### src/hw/rtl/qrd_pkg.sv
// ----------------------------------------------------------------------------
// qrd_pkg
// Shared types, constants and helpers for the QR codeword de-interleaver.
// ----------------------------------------------------------------------------
package qrd_pkg;

    // Geometry limits
    localparam int MAX_BLOCKS    = 128;
    localparam int MAX_BLOCK_LEN = 256;

    // Field widths
    localparam int BYTE_W  = 8;
    localparam int BIDX_W  = 7;
    localparam int ROW_W   = 8;
    localparam int BLK_W   = 8;
    localparam int NBLK_W  = 9;   // holds the sum of both group counts
    localparam int LEN_W   = 10;  // data + EC + one
    localparam int CIDX_W  = 3;

    // Register reset values
    localparam logic [BYTE_W-1:0] RST_SHORT_COUNT    = 8'd1;
    localparam logic [BYTE_W-1:0] RST_SHORT_DATA_LEN = 8'd19;
    localparam logic [BYTE_W-1:0] RST_LONG_COUNT     = 8'd0;
    localparam logic [BYTE_W-1:0] RST_LONG_DATA_LEN  = 8'd0;
    localparam logic [BYTE_W-1:0] RST_EC_LEN         = 8'd7;

    // Configuration register indexes
    typedef enum logic [CIDX_W-1:0] {
        CFG_SHORT_COUNT    = 3'd0,
        CFG_SHORT_DATA_LEN = 3'd1,
        CFG_LONG_COUNT     = 3'd2,
        CFG_LONG_DATA_LEN  = 3'd3,
        CFG_EC_LEN         = 3'd4
    } t_cfg_idx;

    // Result status codes
    typedef enum logic [1:0] {
        ST_OK   = 2'd0,
        ST_GEOM = 2'd1,
        ST_LEN  = 2'd2
    } t_status;

    // Position in the interleaved stream
    typedef enum logic [1:0] {
        PH_COMMON = 2'd0,
        PH_EXTRA  = 2'd1,
        PH_EC     = 2'd2,
        PH_DONE   = 2'd3
    } t_phase;

    typedef struct packed {
        t_phase             phase;
        logic [ROW_W-1:0]   row;
        logic [BLK_W-1:0]   block;
    } t_seq;

    // Block geometry derived from the registers
    typedef struct packed {
        logic               ok;
        logic [NBLK_W-1:0]  nblocks;
        logic [NBLK_W-1:0]  nshort;
        logic [BYTE_W-1:0]  dlen;
    } t_geom;

    // Move past phases that are already exhausted
    function automatic t_seq settle(t_seq s, t_geom g, logic [BYTE_W-1:0] ec_len);
        t_seq r;
        r = s;
        if (r.phase == PH_COMMON && r.row >= g.dlen) begin
            r.phase = PH_EXTRA;
            r.row   = '0;
            r.block = g.nshort[BLK_W-1:0];
        end
        if (r.phase == PH_EXTRA && {1'b0, r.block} >= g.nblocks) begin
            r.phase = PH_EC;
            r.row   = '0;
            r.block = '0;
        end
        if (r.phase == PH_EC && r.row >= ec_len) begin
            r.phase = PH_DONE;
            r.row   = '0;
            r.block = '0;
        end
        return r;
    endfunction

endpackage

### src/hw/rtl/qrd_if.sv
// ----------------------------------------------------------------------------
// qrd interfaces
// Valid/ready channels for raw codewords, placed codewords and register writes.
// ----------------------------------------------------------------------------

// Raw codeword channel
interface qrd_in_if;
    import qrd_pkg::*;
    logic              valid;
    logic              ready;
    logic [BYTE_W-1:0] raw_byte;
    logic              last_byte;

    modport source (output valid, raw_byte, last_byte, input ready);
    modport sink   (input valid, raw_byte, last_byte, output ready);
endinterface

// Placed codeword channel
interface qrd_out_if;
    import qrd_pkg::*;
    logic              valid;
    logic              ready;
    logic [BIDX_W-1:0] block_index;
    logic [ROW_W-1:0]  position;
    logic [BYTE_W-1:0] value;
    logic              is_data;
    logic [1:0]        status;
    logic              end_of_stream;

    modport source (output valid, block_index, position, value, is_data, status,
                    end_of_stream, input ready);
    modport sink   (input valid, block_index, position, value, is_data, status,
                    end_of_stream, output ready);
endinterface

// Register write channel
interface qrd_cfg_if;
    import qrd_pkg::*;
    logic              valid;
    logic              ready;
    logic [CIDX_W-1:0] index;
    logic [BYTE_W-1:0] data;

    modport source (output valid, index, data, input ready);
    modport sink   (input valid, index, data, output ready);
endinterface

### src/hw/rtl/qr_codeword_deinterleave.sv
// ----------------------------------------------------------------------------
// qr_codeword_deinterleave
// Places each raw QR codeword into its block, position and data/EC class.
// ----------------------------------------------------------------------------
// Usage:
//   i_in   carries one raw codeword per word, last_byte marking the final one.
//   o_out  returns one word per raw codeword: block index, position, the byte,
//          data/EC flag, status and end-of-stream.
//   i_cfg  writes the five geometry registers; it is always ready and is
//          meant to be used only while no codeword is in flight.
// Timing:
//   A word accepted on i_in passes the input register, then the result register,
//   before it appears on o_out. One word per cycle is sustained while o_out is
//   ready; the only loop is the row/block/phase counter update.
// Reset:
//   i_rst_n (synchronous, low) loads the register defaults, empties both
//   stages and returns the sequence to the first data row.
// Stall:
//   While o_out is held the result stays put; the input register still takes
//   one more word, after which i_in.ready drops until o_out drains.
//   A word marked last_byte returns the sequence to its start.
// ----------------------------------------------------------------------------
module qr_codeword_deinterleave (
    input  logic  i_clk,
    input  logic  i_rst_n,
    qrd_in_if.sink    i_in,
    qrd_out_if.source o_out,
    qrd_cfg_if.sink   i_cfg
);
    import qrd_pkg::*;

    // Geometry registers
    logic [BYTE_W-1:0] r_short_count, r_short_data_len, r_long_count;
    logic [BYTE_W-1:0] r_long_data_len, r_ec_len;

    // Input stage
    logic              r_s1_valid;
    logic [BYTE_W-1:0] r_s1_byte;
    logic              r_s1_last;

    // Sequence state
    t_seq r_seq, n_seq;
    logic r_overrun, n_overrun;

    // Result stage
    logic              r_out_valid;
    logic [BIDX_W-1:0] r_out_bidx, n_out_bidx;
    logic [ROW_W-1:0]  r_out_pos, n_out_pos;
    logic [BYTE_W-1:0] r_out_value;
    logic              r_out_isd, n_out_isd;
    t_status           r_out_status, n_out_status;
    logic              r_out_eos;

    logic  advance, s1_fire, in_fire;
    t_geom geom;
    logic  has_long;
    logic [LEN_W-1:0] blk_len;
    t_seq  seq_a, seq_b, seq_c;
    logic  ovr_step;
    logic [BYTE_W:0] blk_inc;

    // Handshakes
    assign advance     = !r_out_valid || o_out.ready;
    assign s1_fire     = r_s1_valid && advance;
    assign i_in.ready  = !r_s1_valid || advance;
    assign in_fire     = i_in.valid && i_in.ready;
    assign i_cfg.ready = 1'b1;

    // Register writes
    always_ff @(posedge i_clk) begin
        if (!i_rst_n) begin
            r_short_count    <= RST_SHORT_COUNT;
            r_short_data_len <= RST_SHORT_DATA_LEN;
            r_long_count     <= RST_LONG_COUNT;
            r_long_data_len  <= RST_LONG_DATA_LEN;
            r_ec_len         <= RST_EC_LEN;
        end else if (i_cfg.valid) begin
            case (t_cfg_idx'(i_cfg.index))
                CFG_SHORT_COUNT:    r_short_count    <= i_cfg.data;
                CFG_SHORT_DATA_LEN: r_short_data_len <= i_cfg.data;
                CFG_LONG_COUNT:     r_long_count     <= i_cfg.data;
                CFG_LONG_DATA_LEN:  r_long_data_len  <= i_cfg.data;
                CFG_EC_LEN:         r_ec_len         <= i_cfg.data;
                default: ;
            endcase
        end
    end

    // Block geometry
    always_comb begin
        geom.ok      = 1'b1;
        geom.nblocks = {1'b0, r_short_count} + {1'b0, r_long_count};
        has_long     = 1'b0;
        if (r_short_count == '0) begin
            geom.nshort = {1'b0, r_long_count};
            geom.dlen   = r_long_data_len;
        end else begin
            geom.nshort = {1'b0, r_short_count};
            geom.dlen   = r_short_data_len;
            if (r_long_count != '0) begin
                if (r_long_data_len == r_short_data_len) begin
                    geom.nshort = geom.nblocks;
                end else if ({1'b0, r_long_data_len} == {1'b0, r_short_data_len} + 9'd1) begin
                    has_long = 1'b1;
                end else begin
                    geom.ok = 1'b0;
                end
            end
        end
        if (geom.nblocks == '0 || geom.nblocks > NBLK_W'(MAX_BLOCKS))
            geom.ok = 1'b0;
        blk_len = LEN_W'(geom.dlen) + LEN_W'(r_ec_len) + LEN_W'(has_long);
        if (blk_len > LEN_W'(MAX_BLOCK_LEN))
            geom.ok = 1'b0;
    end

    // Placement of the word in the input stage
    always_comb begin
        seq_a        = settle(r_seq, geom, r_ec_len);
        seq_b        = seq_a;
        ovr_step     = r_overrun;
        n_out_bidx   = '0;
        n_out_pos    = '0;
        n_out_isd    = 1'b0;
        n_out_status = ST_OK;
        blk_inc      = {1'b0, seq_a.block} + 9'd1;
        case (seq_a.phase)
            PH_COMMON: begin
                n_out_bidx = seq_a.block[BIDX_W-1:0];
                n_out_pos  = seq_a.row;
                n_out_isd  = 1'b1;
                if (blk_inc >= geom.nblocks) begin
                    seq_b.block = '0;
                    seq_b.row   = seq_a.row + 8'd1;
                end else begin
                    seq_b.block = blk_inc[BLK_W-1:0];
                end
            end
            PH_EXTRA: begin
                n_out_bidx  = seq_a.block[BIDX_W-1:0];
                n_out_pos   = geom.dlen;
                n_out_isd   = 1'b1;
                seq_b.block = blk_inc[BLK_W-1:0];
            end
            PH_EC: begin
                n_out_bidx = seq_a.block[BIDX_W-1:0];
                n_out_pos  = geom.dlen + seq_a.row
                           + ROW_W'({1'b0, seq_a.block} >= geom.nshort);
                if (blk_inc >= geom.nblocks) begin
                    seq_b.block = '0;
                    seq_b.row   = seq_a.row + 8'd1;
                end else begin
                    seq_b.block = blk_inc[BLK_W-1:0];
                end
            end
            default: begin
                ovr_step     = 1'b1;
                n_out_status = ST_LEN;
            end
        endcase
        seq_c = settle(seq_b, geom, r_ec_len);
        if (r_s1_last && (ovr_step || seq_c.phase != PH_DONE))
            n_out_status = ST_LEN;

        // Inconsistent geometry: nothing placed, sequence holds unless the word is last
        n_seq     = seq_c;
        n_overrun = ovr_step;
        if (!geom.ok) begin
            n_out_bidx   = '0;
            n_out_pos    = '0;
            n_out_isd    = 1'b0;
            n_out_status = ST_GEOM;
            n_seq        = r_seq;
            n_overrun    = r_overrun;
        end
        if (r_s1_last) begin
            n_seq     = '{phase: PH_COMMON, row: '0, block: '0};
            n_overrun = 1'b0;
        end
    end

    // Control registers
    always_ff @(posedge i_clk) begin
        if (!i_rst_n) begin
            r_s1_valid  <= 1'b0;
            r_out_valid <= 1'b0;
            r_seq       <= '{phase: PH_COMMON, row: '0, block: '0};
            r_overrun   <= 1'b0;
        end else begin
            if (i_in.ready)
                r_s1_valid <= i_in.valid;
            if (advance)
                r_out_valid <= r_s1_valid;
            if (s1_fire) begin
                r_seq     <= n_seq;
                r_overrun <= n_overrun;
            end
        end
    end

    // Payload registers
    always_ff @(posedge i_clk) begin
        if (in_fire) begin
            r_s1_byte <= i_in.raw_byte;
            r_s1_last <= i_in.last_byte;
        end
        if (s1_fire) begin
            r_out_bidx   <= n_out_bidx;
            r_out_pos    <= n_out_pos;
            r_out_value  <= r_s1_byte;
            r_out_isd    <= n_out_isd;
            r_out_status <= n_out_status;
            r_out_eos    <= r_s1_last;
        end
    end

    assign o_out.valid         = r_out_valid;
    assign o_out.block_index   = r_out_bidx;
    assign o_out.position      = r_out_pos;
    assign o_out.value         = r_out_value;
    assign o_out.is_data       = r_out_isd;
    assign o_out.status        = r_out_status;
    assign o_out.end_of_stream = r_out_eos;

endmodule

### src/flat_wrapper.sv
// flat-port wrapper written by rule: the top's interface ports become plain ports
module qr_codeword_deinterleave_flat import qrd_pkg::*;
  (i_clk, i_rst_n, i_in_valid, i_in_raw_byte, i_in_last_byte, i_in_ready, o_out_valid, o_out_block_index, o_out_position, o_out_value, o_out_is_data, o_out_status, o_out_end_of_stream, o_out_ready, i_cfg_valid, i_cfg_index, i_cfg_data, i_cfg_ready);
  qrd_in_if i_in_i ();
  qrd_out_if o_out_i ();
  qrd_cfg_if i_cfg_i ();
  input  logic i_clk;
  input  logic i_rst_n;
  input wire logic [$bits(i_in_i.valid)-1:0] i_in_valid;
  input wire logic [$bits(i_in_i.raw_byte)-1:0] i_in_raw_byte;
  input wire logic [$bits(i_in_i.last_byte)-1:0] i_in_last_byte;
  output wire logic [$bits(i_in_i.ready)-1:0] i_in_ready;
  output wire logic [$bits(o_out_i.valid)-1:0] o_out_valid;
  output wire logic [$bits(o_out_i.block_index)-1:0] o_out_block_index;
  output wire logic [$bits(o_out_i.position)-1:0] o_out_position;
  output wire logic [$bits(o_out_i.value)-1:0] o_out_value;
  output wire logic [$bits(o_out_i.is_data)-1:0] o_out_is_data;
  output wire logic [$bits(o_out_i.status)-1:0] o_out_status;
  output wire logic [$bits(o_out_i.end_of_stream)-1:0] o_out_end_of_stream;
  input wire logic [$bits(o_out_i.ready)-1:0] o_out_ready;
  input wire logic [$bits(i_cfg_i.valid)-1:0] i_cfg_valid;
  input wire logic [$bits(i_cfg_i.index)-1:0] i_cfg_index;
  input wire logic [$bits(i_cfg_i.data)-1:0] i_cfg_data;
  output wire logic [$bits(i_cfg_i.ready)-1:0] i_cfg_ready;
  assign i_in_i.valid = i_in_valid;
  assign i_in_i.raw_byte = i_in_raw_byte;
  assign i_in_i.last_byte = i_in_last_byte;
  assign i_in_ready = i_in_i.ready;
  assign o_out_valid = o_out_i.valid;
  assign o_out_block_index = o_out_i.block_index;
  assign o_out_position = o_out_i.position;
  assign o_out_value = o_out_i.value;
  assign o_out_is_data = o_out_i.is_data;
  assign o_out_status = o_out_i.status;
  assign o_out_end_of_stream = o_out_i.end_of_stream;
  assign o_out_i.ready = o_out_ready;
  assign i_cfg_i.valid = i_cfg_valid;
  assign i_cfg_i.index = i_cfg_index;
  assign i_cfg_i.data = i_cfg_data;
  assign i_cfg_ready = i_cfg_i.ready;
  qr_codeword_deinterleave u_core (.i_clk(i_clk), .i_rst_n(i_rst_n), .i_in(i_in_i), .o_out(o_out_i), .i_cfg(i_cfg_i));
endmodule
### config.mk
export PLATFORM = sky130hd
export DESIGN_NAME = qr_codeword_deinterleave_flat
export DESIGN_NICKNAME = d
export VERILOG_FILES = /design/src/hw/rtl/qrd_pkg.sv /design/src/hw/rtl/qrd_if.sv /design/src/hw/rtl/qr_codeword_deinterleave.sv /design/src/flat_wrapper.sv
export SDC_FILE = /design/constraint.sdc
export NUM_CORES = 1
export LEC_CHECK = 0
export BUFFER_PORTS_ARGS = -buffer_cell sky130_fd_sc_hd__buf_2
export CAP_MARGIN = 30
export CORE_MARGIN = 4
export CORE_UTILIZATION = 60
export DETAILED_ROUTE_END_ITERATION = 8
export PLACE_DENSITY_LB_ADDON = 0.08
export SYNTH_ARGS = -nofsm -noshare
export SYNTH_HDL_FRONTEND = slang
export SYNTH_SLANG_ARGS = --single-unit
### constraint.sdc
create_clock -name i_clk -period 17 [get_ports i_clk]
set_input_delay 3.4 -clock i_clk [delete_from_list [all_inputs] [get_ports i_clk]]
set_output_delay 3.4 -clock i_clk [all_outputs]
set_load 0.02 [all_outputs]
### After elaboration in Yosys (flattened, before gate mapping)

Index checks and enable logic that the tools add are counted.

* magnitude comparators: 10
* eq/ne operators: 13
* muxes and demuxes: 31
* add/subtract/negate cells: 8
* reduce and logical (&&, ||, !) cells: 32

Operators by type and width (number)
* 18-bit two-way mux: 8
* 8-bit greater-or-equal comparator: 4
* 8-bit by 9-bit greater-or-equal comparator with 1-bit output: 3
* 8-bit two-way mux: 3
* 8-bit one-hot mux with 3 select lines: 1
* 8-bit by 1-bit adder with 9-bit output, second input constant: 2
* 8-bit by 8-bit adder with 9-bit output: 2
* 9-bit two-way mux: 2
* 17-bit two-way mux: 1
* 8-bit one-hot mux with 2 select lines: 1
* 2-bit AND reduction: 7
* 1-bit two-way mux: 13
* 10-bit by 1-bit adder with 10-bit output: 1
* 10-bit by 9-bit > comparator with 1-bit output, second input constant: 1
* 8-bit by 9-bit equality test with 1-bit output: 1
* 9-bit greater-or-equal comparator: 1
* 9-bit by 8-bit > comparator with 1-bit output, second input constant: 1
* 1-bit logical AND: 9
* 9-bit zero test: 1
* 8-bit by 1-bit adder with 8-bit output: 1
* 8-bit by 1-bit adder with 8-bit output, second input constant: 1
* 8-bit adder: 1
* 8-bit equality test: 1
* 8-bit zero test: 1
* other kinds (15): 27

* flip-flop bits (word level): 97
* word-level logic and storage cells: 113

### Logic depth before layout (Yosys ltp)

Gate-level depths: netlist (run 1).

* depth after elaboration: 30
* depth in mapped cells: 73
* mapped depth without buffers: 68

### Worst setup path after synthesis (run 1)

No wires, ideal clock.

* path kind: reg2reg
* from: reg u_core.r_short_count[4]
* to: reg u_core.r_out_status[1], in the netlist u_core.o_out.status[1], data pin
* library setup time: 146 ps
* clock period less this slack: 14666 ps
* arrival: 14520 ps
* slack: 2334 ps
* cell stages (with the launch flop): 70
* cell sequence: dfxtp_1 > or4_1 > nor2_2 > buf_2 > buf_1 > mux2_2 > ha_1 > nand2b_1 > a2111oi_0 > o21ai_0 > and2_1 > buf_1 > mux2i_1 > inv_1 > ha_1 > and3_1 > o2111ai_1 > o21ai_0 > [34 not listed] > ha_1 > nand2b_1 > a21o_1 > a21oi_1 > o21ai_0 > and4b_1 > nand2_1 > nand2_1 > nor2b_1 > ha_1 > and2_1 > o21ai_0 > o21ai_0 > o41ai_1 > a31oi_1 > or2_2 > a31o_2 > a21oi_1

RTL lines
* start: declaration: RTL line qr_codeword_deinterleave.sv:33 `logic [BYTE_W-1:0] r_short_count, r_short_data_len, r_long_count;`
* start signal: assignment: RTL line qr_codeword_deinterleave.sv:79 `CFG_SHORT_COUNT: r_short_count <= i_cfg.data;`
* end signal: assignment: RTL line qr_codeword_deinterleave.sv:212 `r_out_status <= n_out_status;`
* end: declaration: RTL line qr_codeword_deinterleave.sv:51 `t_status r_out_status, n_out_status;`

==> results of run 1 <==
## power groups by stage
stage,combinational (mW),clock (mW),sequential (mW)
floorplan,0.0700,0,0.261
global placement,0.103,0,0.258
detailed placement,0.106,0,0.258
CTS,0.107,0.195,0.253
global route,0.121,0.206,0.254
finish,0.110,0.193,0.253
## worst reg2reg max path, delay by kind of cell, from the launching register on
kind,cells,cell delay (ns)
AOI/OAI and AO/OA,25,5.50
buffers and inverters,5,0.49
and+or+nand+nor,24,5.50
DFF,1,0.35
adders and majority gates,8,2.22
muxes,3,1.26
xor gates and xnor gates,1,0.31
## cell type report
type                            instances  area [sq um]  area share
Multi-Input combinational cell        730          5200       0.612
Sequential cell                        97          2300       0.271
Timing Repair Buffer                   59           318      0.0374
Clock buffer                           10           239      0.0281
Tap cell                              172           215      0.0253
Inverter                               48           180      0.0212
Clock inverter                          6          41.3     0.00486
## registers in the layout, indices dropped and copies added (netlist names), 7 cells and up
signal                    count
u_core.o_out.block_index      7
u_core.o_out.position         8
u_core.o_out.value            8
u_core.r_ec_len               8
u_core.r_long_count           8
u_core.r_long_data_len        8
u_core.r_s1_byte              8
u_core.r_seq                 18
u_core.r_short_count          8
u_core.r_short_data_len       8
## routing by layer
metal,GRT usage,share of wire
met5,0,0
met4,0.130,0.036
met3,0.0617,0.085
met2,0.519,0.46
met1,0.409,0.42
## how the worst max path moves through the flow
stage	startpoint	endpoint	slack, ns	depth (start not counted)
5_1_grt	u_core.r_short_count[4]$_SDFFE_PN0P_	u_core.o_out.status[1]$_SDFFCE_PN0P_	0.06	66
4_1_cts	u_core.r_short_count[4]$_SDFFE_PN0P_	u_core.o_out.status[1]$_SDFFCE_PN0P_	0.33	66
3_5_place_dp	u_core.r_short_count[4]$_SDFFE_PN0P_	u_core.o_out.status[1]$_SDFFCE_PN0P_	0.39	66
2_1_floorplan	u_core.r_short_count[4]$_SDFFE_PN0P_	u_core.o_out.status[1]$_SDFFCE_PN0P_	2.33	69
3_3_place_gp	u_core.r_short_count[4]$_SDFFE_PN0P_	u_core.o_out.status[1]$_SDFFCE_PN0P_	0.85	66
6_report	u_core.r_short_count[4]$_SDFFE_PN0P_	u_core.o_out.status[1]$_SDFFCE_PN0P_	1.23	66
## cells in the final DEF (no fill, tap or decap), types with 17 or more instances in the layout
cell,netlist,final
o21ai_0,23,22
nand3_1,22,22
a21oi_1,78,78
a21o_1,25,25
nor3_1,18,18
dfxtp_1,61,61
ha_1,92,92
and2_1,18,17
inv_1,47,48
nand2_1,126,125
nor2_1,48,48
edfxtp_1,36,36
buf_2,2,53
xnor2_1,26,26
## stage by stage
| stage | worst slack, ns | cell area, sq um | instances |
|---|---|---|---|
| 6_report | 1.23 | 8500 | 1122 |
| 5_1_grt | 0.0555 | 8500 | 1122 |
| 4_1_cts | 0.329 | 8470 | 1122 |
| 3_5_place_dp | 0.395 | 8190 | 1106 |
| 3_3_place_gp | 0.854 | 8170 | 1104 |
| 2_1_floorplan | 2.33 | 7780 | 904 |
## kinds of logic (layout without fill, tap and decap cells)
group	count (synthesis)	count (layout)	synth area share
other	1	1	0.000482
and+or+nand+nor	322	322	0.203
buffers and inverters	77	123	0.0391
DFF	97	97	0.296
xor gates and xnor gates	35	35	0.0394
adders and majority gates	96	96	0.158
muxes	17	17	0.0232
AOI/OAI and AO/OA	259	259	0.241
## repair_timing
action | 4_1_cts | 5_1_grt
gates resized for setup | 0 | 8
endpoints found under the setup margin | 0 | 18
hold buffers | 0 | 0
==> run metrics, run 1 <==
status=finished, final reports clean; P_leak=3.66 nW; post-DP HPWL=18000 um; ANT nets after route=0; CP bufs+invs=5; Clock Path Buffers=2; Reg2Reg Capture Point=u_core.o_out.status[1]$_SDFFCE_PN0P_; Yosys reg bits=97; CP Capture Type=flop; largest net degree at the start of global routing=38; Net Sw Frac=0.297; IO Port Bufs=53; Initial DRT Pass Iterations=7; fin crit share=0.928; gp weighted congestion=1.03; CTS tree=yes; drt wl/cell=20.4 um; CTS buffer count=9; register area share after synthesis=0.296; Setup Skew=0.00918 ns; Setup TNS=0 ns; die area=14900 sq um; global route overflow=0; Sw Pwr=0.165 mW; critical path class=flop to flop; EDFF count, synth=36; Rows=41; Hold EP=u_core.o_out.value[1]$_DFFE_PP_; depth of the most critical reg-to-reg path=66; die width=122 um; VDD IR max=0.0000636 V; cell count after synthesis=904; crit-path leading delay family=compound AO/OA/AOI/OAI gates; drt first-iter violations=582; Syn Std Cell Area=7780 sq um; Min-Delay Path Class=flop to flop; CP arrival=15.98 ns; worst skew pair latency=0.35 ns; GRT Total Usage=0.316; Max Cap Viol=0; min-delay src=u_core.r_s1_byte[1]$_DFFE_PP_; Design Power=0.556 mW; most frequent cells after synthesis=nand2_1 (126), ha_1 (92), a21oi_1 (78); final hold slack=0.424 ns; residual DRC count=0; final hold vios=0; Ys Warns=0; clk sinks=97; Crit path top cell by count=ha_1; Clock power frac=0.347; Synth top area share=0.157; reg2reg setup slack=1.23 ns; Cell variety after synth=80; fill count=1015; mean post-synth cell area=8.61 sq um; launch point of the worst reg-to-reg path=u_core.r_short_count[4]$_SDFFE_PN0P_; Slowest-stage cell, CP=or4_1; Layout area overhead=9.18%; setup violators final=0; postcts setup bufs=0; H-Tree Depth=3; post-layout util=0.670; ys flop type=dfxtp_1; syn nets=1025; final wirelength=22900 um; Vias=7226; Max FO, Critical Path=17; most frequent cell after synthesis=nand2_1; vias in the first global route=6974; initial antenna violation count=0; cell taking the most area after synthesis=dfxtp_1; Area contributors post-synth=dfxtp_1 (16%), ha_1 (15%), edfxtp_1 (14%); first-pass GRT wire length=36400 um; hold path cells=0; vias per cell=6.44; post-layout minimum cycle time=15.77 ns; clk slew on worst S/H paths=0.07 ns; core area=12700 sq um; RSZ-0062 raised after global routing=false; CTS Root Cell=clkbuf_16; Fmax achieved=63.4 MHz; n_diodes=0; IO Count=55; Gate power share=0.197; die height=122 um; share of cells above drive strength 1=0.121; Slew Limit Fails=0; startpoint types=flop; ys async rst share=0; Flop pwr share=0.455; internal power=0.391 mW; Slew headroom=0.300; Crit path required time=17.21 ns; PD cells=65.4 nW/um^2; largest stage delay on the critical path=0.61 ns; worst-margin pin slew=1.04 ns; Final nets=1066; Initial Util=0.614
Power figures use the tool's default switching activity.
==> run 2, diff against run 1 <==
--- a/config.mk
+++ b/config.mk
@@ -9,6 +9,7 @@
 export CAP_MARGIN = 30
 export CORE_MARGIN = 4
 export CORE_UTILIZATION = 60
+export CTS_BUF_LIST = sky130_fd_sc_hd__clkbuf_8
 export DETAILED_ROUTE_END_ITERATION = 8
 export PLACE_DENSITY_LB_ADDON = 0.08
 export SYNTH_ARGS = -nofsm -noshare
==> run metrics, run 2 (same netlist as run 1, synthesis figures left out) <==
worst-margin pin slew=1.05 ns (+0.00572 ns); Largest Register=u_core.r_seq; clk slew on worst S/H paths=0.10 ns (+0.03 ns); final worst slack=1.27 ns (+0.0421 ns); die width=122 um (unchanged); Gate power share=0.217 (+0.020); post-layout minimum cycle time=15.73 ns (-0.0421 ns); Hold EP=u_core.o_out.value[1]$_DFFE_PP_; final non-filler cell total=1122 (unchanged); vias per cell=6.48 (+0.60%); Setup TNS=0 ns (unchanged); reg2reg setup slack=1.27 ns (+0.04 ns); Area after DPL=8190 sq um (unchanged); Vias=7269 (+0.60%); Min-Delay Path Class=flop to flop; CTS Root Cell=clkbuf_8; initial antenna violation count=0 (unchanged); Slew headroom=0.296 (-0.00385); setup violators final=0 (unchanged); final instance area=8390 sq um (-1.2%); depth of the most critical reg-to-reg path=66 (unchanged); Clock power frac=0.281 (-0.066); fin crit share=0.925 (-0.00248); final hold vios=0 (unchanged); Net Sw Frac=0.316 (+0.0191); vias in the first global route=6904 (-1.0%); first-pass GRT wire length=36100 um (-1.0%); Fmax achieved=63.6 MHz (+0.27%); Initial DRT Pass Iterations=6 (-1); Largest register FFs=18 (unchanged); Crit path top cell by count=ha_1; post-DP HPWL=18000 um (unchanged); largest net degree at the start of global routing=38 (unchanged); most frequent cells in the layout=nand2_1 (125), ha_1 (92), a21oi_1 (78); IO Count=55 (unchanged); largest stage delay on the critical path=0.61 ns (about the same); GRT Total Usage=0.313 (-0.00285); drt first-iter violations=554 (-4.8%); clk sinks=97 (unchanged); gp weighted congestion=1.03 (unchanged); Slew Limit Fails=0 (unchanged); CP bufs+invs=5 (unchanged); Flop pwr share=0.502 (+0.047); worst slack, placed=0.395 ns (unchanged); Reg2Reg Capture Point=u_core.o_out.status[1]$_SDFFCE_PN0P_; CTS tree=yes; global route overflow=0 (unchanged); hold path cells=0 (unchanged); Max FO, Critical Path=17 (unchanged); status=finished, final reports clean; share of cells above drive strength 1=0.121 (unchanged); die height=122 um (unchanged); Design Power=0.504 mW (-9.4%); RSZ-0062 raised after global routing=false; CP Capture Type=flop; Initial Util=0.614 (unchanged); final wirelength=22700 um (-0.73%); Crit path required time=17.25 ns (+0.04 ns); ANT nets after route=0 (unchanged); drt wl/cell=20.3 um (-0.73%); internal power=0.345 mW (-12%); Layout area overhead=7.88%; startpoint types=flop; post-layout util=0.662 (-0.00800); Max Cap Viol=0 (unchanged); Rows=41 (unchanged); residual DRC count=0 (unchanged); H-Tree Depth=3 (unchanged); most common cell after layout, fill and taps aside=nand2_1; min-delay src=u_core.r_s1_byte[1]$_DFFE_PP_; Sw Pwr=0.159 mW (-3.5%); IO Port Bufs=53 (unchanged); P_leak=3.61 nW (-1.3%); n_diodes=0 (unchanged); final hold slack=0.422 ns (-0.00149 ns); Setup Skew=0.0154 ns (+0.00623 ns); VDD IR max=0.0000664 V (+4.3%); Slowest-stage cell, CP=or4_1; dpl cells=1106 (unchanged); CP arrival=15.98 ns (about the same); worst skew pair latency=0.39 ns (+0.04 ns); core area=12700 sq um (unchanged); Final nets=1066 (unchanged); crit-path leading delay family=compound AO/OA/AOI/OAI gates; CTS buffer count=9 (unchanged); Clock Path Buffers=2 (unchanged); launch point of the worst reg-to-reg path=u_core.r_short_count[4]$_SDFFE_PN0P_; die area=14900 sq um (unchanged); critical path class=flop to flop; PD cells=60.0 nW/um^2 (-8.3%)
## run 2: metal layers
| layer | vias up | routed length [um] | global-route usage |
|---|---|---|---|
| met3 | 67 | 1840 | 0.0627 |
| met1 | 3434 | 9570 | 0.404 |
| met2 | 329 | 10600 | 0.512 |
| met4 | 0 | 745 | 0.132 |
| met5 | - | 0 | 0 |
| li1 | 3439 | - | - |
## run 2: worst register-to-register path, delay by kind of cell, from the launching register on
kind | cells | cell delay, ns
fa+ha+maj | 8 | 2.21
mux | 3 | 1.25
simple gates | 24 | 5.46
compound gates | 25 | 5.56
xor+xnor | 1 | 0.31
flops | 1 | 0.36
buf+inv | 5 | 0.48
## run 2: worst max-delay path by stage
| stage | slack (ns) | start | to | cells after the start |
|---|---|---|---|---|
| 2_1_floorplan | 2.33 | u_core.r_short_count[4]$_SDFFE_PN0P_ | u_core.o_out.status[1]$_SDFFCE_PN0P_ | 69 |
| 3_5_place_dp | 0.39 | u_core.r_short_count[4]$_SDFFE_PN0P_ | u_core.o_out.status[1]$_SDFFCE_PN0P_ | 66 |
| 4_1_cts | 0.33 | u_core.r_short_count[1]$_SDFFE_PN0P_ | u_core.o_out.status[1]$_SDFFCE_PN0P_ | 66 |
| 6_report | 1.27 | u_core.r_short_count[4]$_SDFFE_PN0P_ | u_core.o_out.status[1]$_SDFFCE_PN0P_ | 66 |
| 3_3_place_gp | 0.85 | u_core.r_short_count[4]$_SDFFE_PN0P_ | u_core.o_out.status[1]$_SDFFCE_PN0P_ | 66 |
| 5_1_grt | 0.06 | u_core.r_short_count[4]$_SDFFE_PN0P_ | u_core.o_out.status[1]$_SDFFCE_PN0P_ | 66 |
## run 2: layout make-up
type                            instances  area [sq um]
Fill cell                            1037          4280
Inverter                               48           180
Sequential cell                        97          2300
Clock inverter                          6          41.3
Tap cell                              172           215
Clock buffer                           10           138
Multi-Input combinational cell        730          5200
Timing Repair Buffer                   59           318
## run 2: power by group through the flow
stage               logic, mW  clock network, mW  registers [mW]
floorplan              0.0700                  0           0.261
global placement        0.103                  0           0.258
detailed placement      0.106                  0           0.258
CTS                     0.107              0.144           0.253
global route            0.121              0.153           0.254
finish                  0.110              0.142           0.253
## run 2: timing repair
action / CTS / global route
buffers inserted: 0 / 0
endpoints found under the setup margin: 0 / 18
hold endpoints to repair: 0 / 0
resized for setup: 0 / 8
hold buffers: 0 / 0
==> run 3, diff against run 2 <==
--- a/config.mk
+++ b/config.mk
@@ -5,13 +5,15 @@
 export SDC_FILE = /design/constraint.sdc
 export NUM_CORES = 1
 export LEC_CHECK = 0
+export ABC_AREA = 1
 export BUFFER_PORTS_ARGS = -buffer_cell sky130_fd_sc_hd__buf_2
 export CAP_MARGIN = 30
 export CORE_MARGIN = 4
 export CORE_UTILIZATION = 60
 export CTS_BUF_LIST = sky130_fd_sc_hd__clkbuf_8
 export DETAILED_ROUTE_END_ITERATION = 8
-export PLACE_DENSITY_LB_ADDON = 0.08
+export GPL_TIMING_DRIVEN = 0
+export PLACE_DENSITY_LB_ADDON = 0.3
 export SYNTH_ARGS = -nofsm -noshare
 export SYNTH_HDL_FRONTEND = slang
 export SYNTH_SLANG_ARGS = --single-unit
==> run metrics, run 3 <==
status=finished, final reports clean; RSZ-0062 raised after global routing=false; cell count after synthesis=1171 (+30%); first-pass GRT wire length=34600 um (-4.2%); reg2reg setup slack=2.03 ns (+0.76 ns); Area contributors post-synth=dfxtp_1 (15%), ha_1 (14%), nand2_1 (14%); Initial Util=0.615 (+0.000695); global route overflow=0 (unchanged); startpoint types=flop; Crit path top cell by count=nand2_1; Ys Warns=0 (unchanged); initial antenna violation count=0 (unchanged); EDFF count, synth=36 (unchanged); Max Cap Viol=0 (unchanged); core area=13200 sq um (+4.5%); Yosys reg bits=97 (unchanged); register area share after synthesis=0.283 (-0.0131); vias per cell=5.56 (-14%); Min-Delay Path Class=flop to flop; CP arrival=15.29 ns (-0.69 ns); critical path class=flop to flop; ys flop type=dfxtp_1; drt wl/cell=15.1 um (-26%); Slew headroom=0.303 (+0.00714); die height=124 um (+2.1%); ys async rst share=0 (unchanged); vias in the first global route=7025 (+1.8%); VDD IR max=0.0000570 V (-14%); Slew Limit Fails=0 (unchanged); CTS Root Cell=clkbuf_8; most common cell after layout, fill and taps aside=nand2_1; post-DP HPWL=17100 um (-5.1%); WL met1=9340 um (-2.4%); depth of the most critical reg-to-reg path=88 (+33%); Setup TNS=0 ns (unchanged); Cell variety after synth=56 (-30%); Rows=42 (+2.4%); worst skew pair latency=0.38 ns (about the same); Largest Register=u_core.r_seq; fin crit share=0.880 (-0.0447); drt first-iter violations=666 (+20%); CTS buffer count=9 (unchanged); H-Tree Depth=3 (unchanged); GRT Total Usage=0.272 (-0.0408); Final nets=1357 (+27%); Clock Path Buffers=2 (unchanged); most frequent cells in the layout=nand2_1 (306), inv_1 (162), a21oi_1 (94); postcts setup bufs=0 (unchanged); clk slew on worst S/H paths=0.10 ns (about the same); CP Capture Type=flop; most frequent cells after synthesis=nand2_1 (306), inv_1 (161), a21oi_1 (95); largest net degree at the start of global routing=30 (-21%); Vias=7884 (+8.5%); largest stage delay on the critical path=0.48 ns (-0.13 ns); syn nets=1292 (+26%); share of cells above drive strength 1=0.114 (-0.00743); Crit path required time=17.32 ns (+0.07 ns); final wirelength=21400 um (-5.9%); n_diodes=0 (unchanged); final hold vios=0 (unchanged); met2 routed WL=9680 um (-8.5%); hold path cells=0 (unchanged); WL met3=1950 um (+5.7%); mean post-synth cell area=6.95 sq um (-19%); post-layout minimum cycle time=14.97 ns (-0.760 ns); Reg2Reg Capture Point=u_core.r_seq[6]$_SDFFE_PN0P_; clk sinks=97 (unchanged); setup violators final=0 (unchanged); ANT nets after route=0 (unchanged); Synth top area share=0.150 (-0.00695); die area=15500 sq um (+4.3%); PD cells=62.7 nW/um^2 (+4.5%); Initial DRT Pass Iterations=7 (+1); worst-margin pin slew=1.03 ns (-0.0120 ns); post-CTS sizing=0 (unchanged); CTS Hold Bufs=0 (unchanged); gp weighted congestion=0.988 (-3.6%); Max FO, Critical Path=10 (-7); die width=124 um (+2.1%); final worst slack=2.03 ns (+0.760 ns); residual DRC count=0 (unchanged); min-delay src=u_core.r_s1_byte[5]$_DFFE_PP_; Layout area overhead=8.27%; IO Port Bufs=53 (unchanged); worst slack, placed=2.41 ns (+2.02 ns); Largest register FFs=18 (unchanged); CTS tree=yes; most frequent cell after synthesis=nand2_1; Slowest-stage cell, CP=clkbuf_1; cell taking the most area after synthesis=dfxtp_1; Fmax achieved=66.8 MHz (+5.1%); IO Count=55 (unchanged); P_leak=4.37 nW (+21%); Hold EP=u_core.o_out.value[5]$_DFFE_PP_; CP startpoint=u_core.r_short_count[4]$_SDFFE_PN0P_; Setup Skew=0.0118 ns (-0.00360 ns); launch point of the worst reg-to-reg path=u_core.r_short_count[4]$_SDFFE_PN0P_; highest routed layer=met4; Syn Std Cell Area=8140 sq um (+4.6%); fill count=1229 (+19%)
[run 3: cell types whose count changed in the layout (fill, tap and decap cells not counted), sizes merged, moves of 19 or more]
| cell | change |
|---|---|
| nand2 | +188 |
| inv | +125 |
| nand3 | +57 |
| nor2 | +54 |
| o21ai | +49 |
| a21o | -22 |
| xnor2 | -19 |
[run 3: through the flow]
stage | cells | cell area [sq um] | power (mW) | util | hold WS [ns]
floorplan | 1171 | 8140 | 0.372 | - | 0.400
global placement | 1400 | 8630 | 0.411 | 0.651 | 0.403
detailed placement | 1401 | 8650 | 0.416 | 0.653 | 0.408
CTS | 1417 | 8810 | 0.553 | 0.666 | 0.430
global route | 1417 | 8810 | 0.585 | 0.666 | 0.451
finish | 1417 | 8810 | 0.553 | 0.666 | 0.428
[run 3: metal layers]
layer / vias up / GRT usage
met1: 3504 / 0.380
met5: - / 0
met3: 41 / 0.0399
met4: 0 / 0.0716
li1: 3997 / -
met2: 342 / 0.443
[run 3: worst max path at each step]
stage                                              end  slack [ns]  cells past startpoint
after detailed placement  u_core.r_seq[6]$_SDFFE_PN0P_        2.41                     88
after global routing      u_core.r_seq[6]$_SDFFE_PN0P_        0.79                     91
after floorplan           u_core.r_seq[5]$_SDFFE_PN0P_        5.93                     92
final                     u_core.r_seq[6]$_SDFFE_PN0P_        2.03                     88
after CTS                 u_core.r_seq[6]$_SDFFE_PN0P_        2.33                     88
after global placement    u_core.r_seq[6]$_SDFFE_PN0P_        2.48                     88
[run 3: logic make-up (layout without fill, tap and decap cells)]
family          count (synthesis)  after routing  synth area share
simple gates                  552            552             0.303
compound gates                213            213             0.151
buf+inv                       198            268            0.0947
flops                          97             97             0.283
fa+ha+maj                      96             96             0.151
xor+xnor                       14             14            0.0174
other cells                     1              1          0.000461
[run 3: critical path, delay by kind of cell (launching register included)]
family	cells	cell delay, ns
AO/OA/AOI/OAI	15	2.63
adder cells (fa/ha/maj)	8	2.30
buffers and inverters	11	2.74
flip-flops	1	0.37
AND/OR/NAND/NOR	54	6.79
[run 3: area by class of cell]
cell class                      count  area (sq um)  area share
Clock inverter                      7          45.0     0.00511
Tap cell                          176           220      0.0250
Clock buffer                        9           124      0.0141
Inverter                          177           664      0.0754
Multi-Input combinational cell    876          5080       0.576
Timing Repair Buffer               54           273      0.0309
Buffer                             21           106      0.0121
Sequential cell                    97          2300       0.261
[run 3: report_power, final]
| part | internal [mW] | total, mW | switching, mW | leakage, nW |
|---|---|---|---|---|
| Combinational | 0.0536 | 0.158 | 0.104 | 3.45 |
| Sequential | 0.250 | 0.255 | 0.00500 | 0.837 |
| Clock | 0.0531 | 0.140 | 0.0871 | 0.0865 |
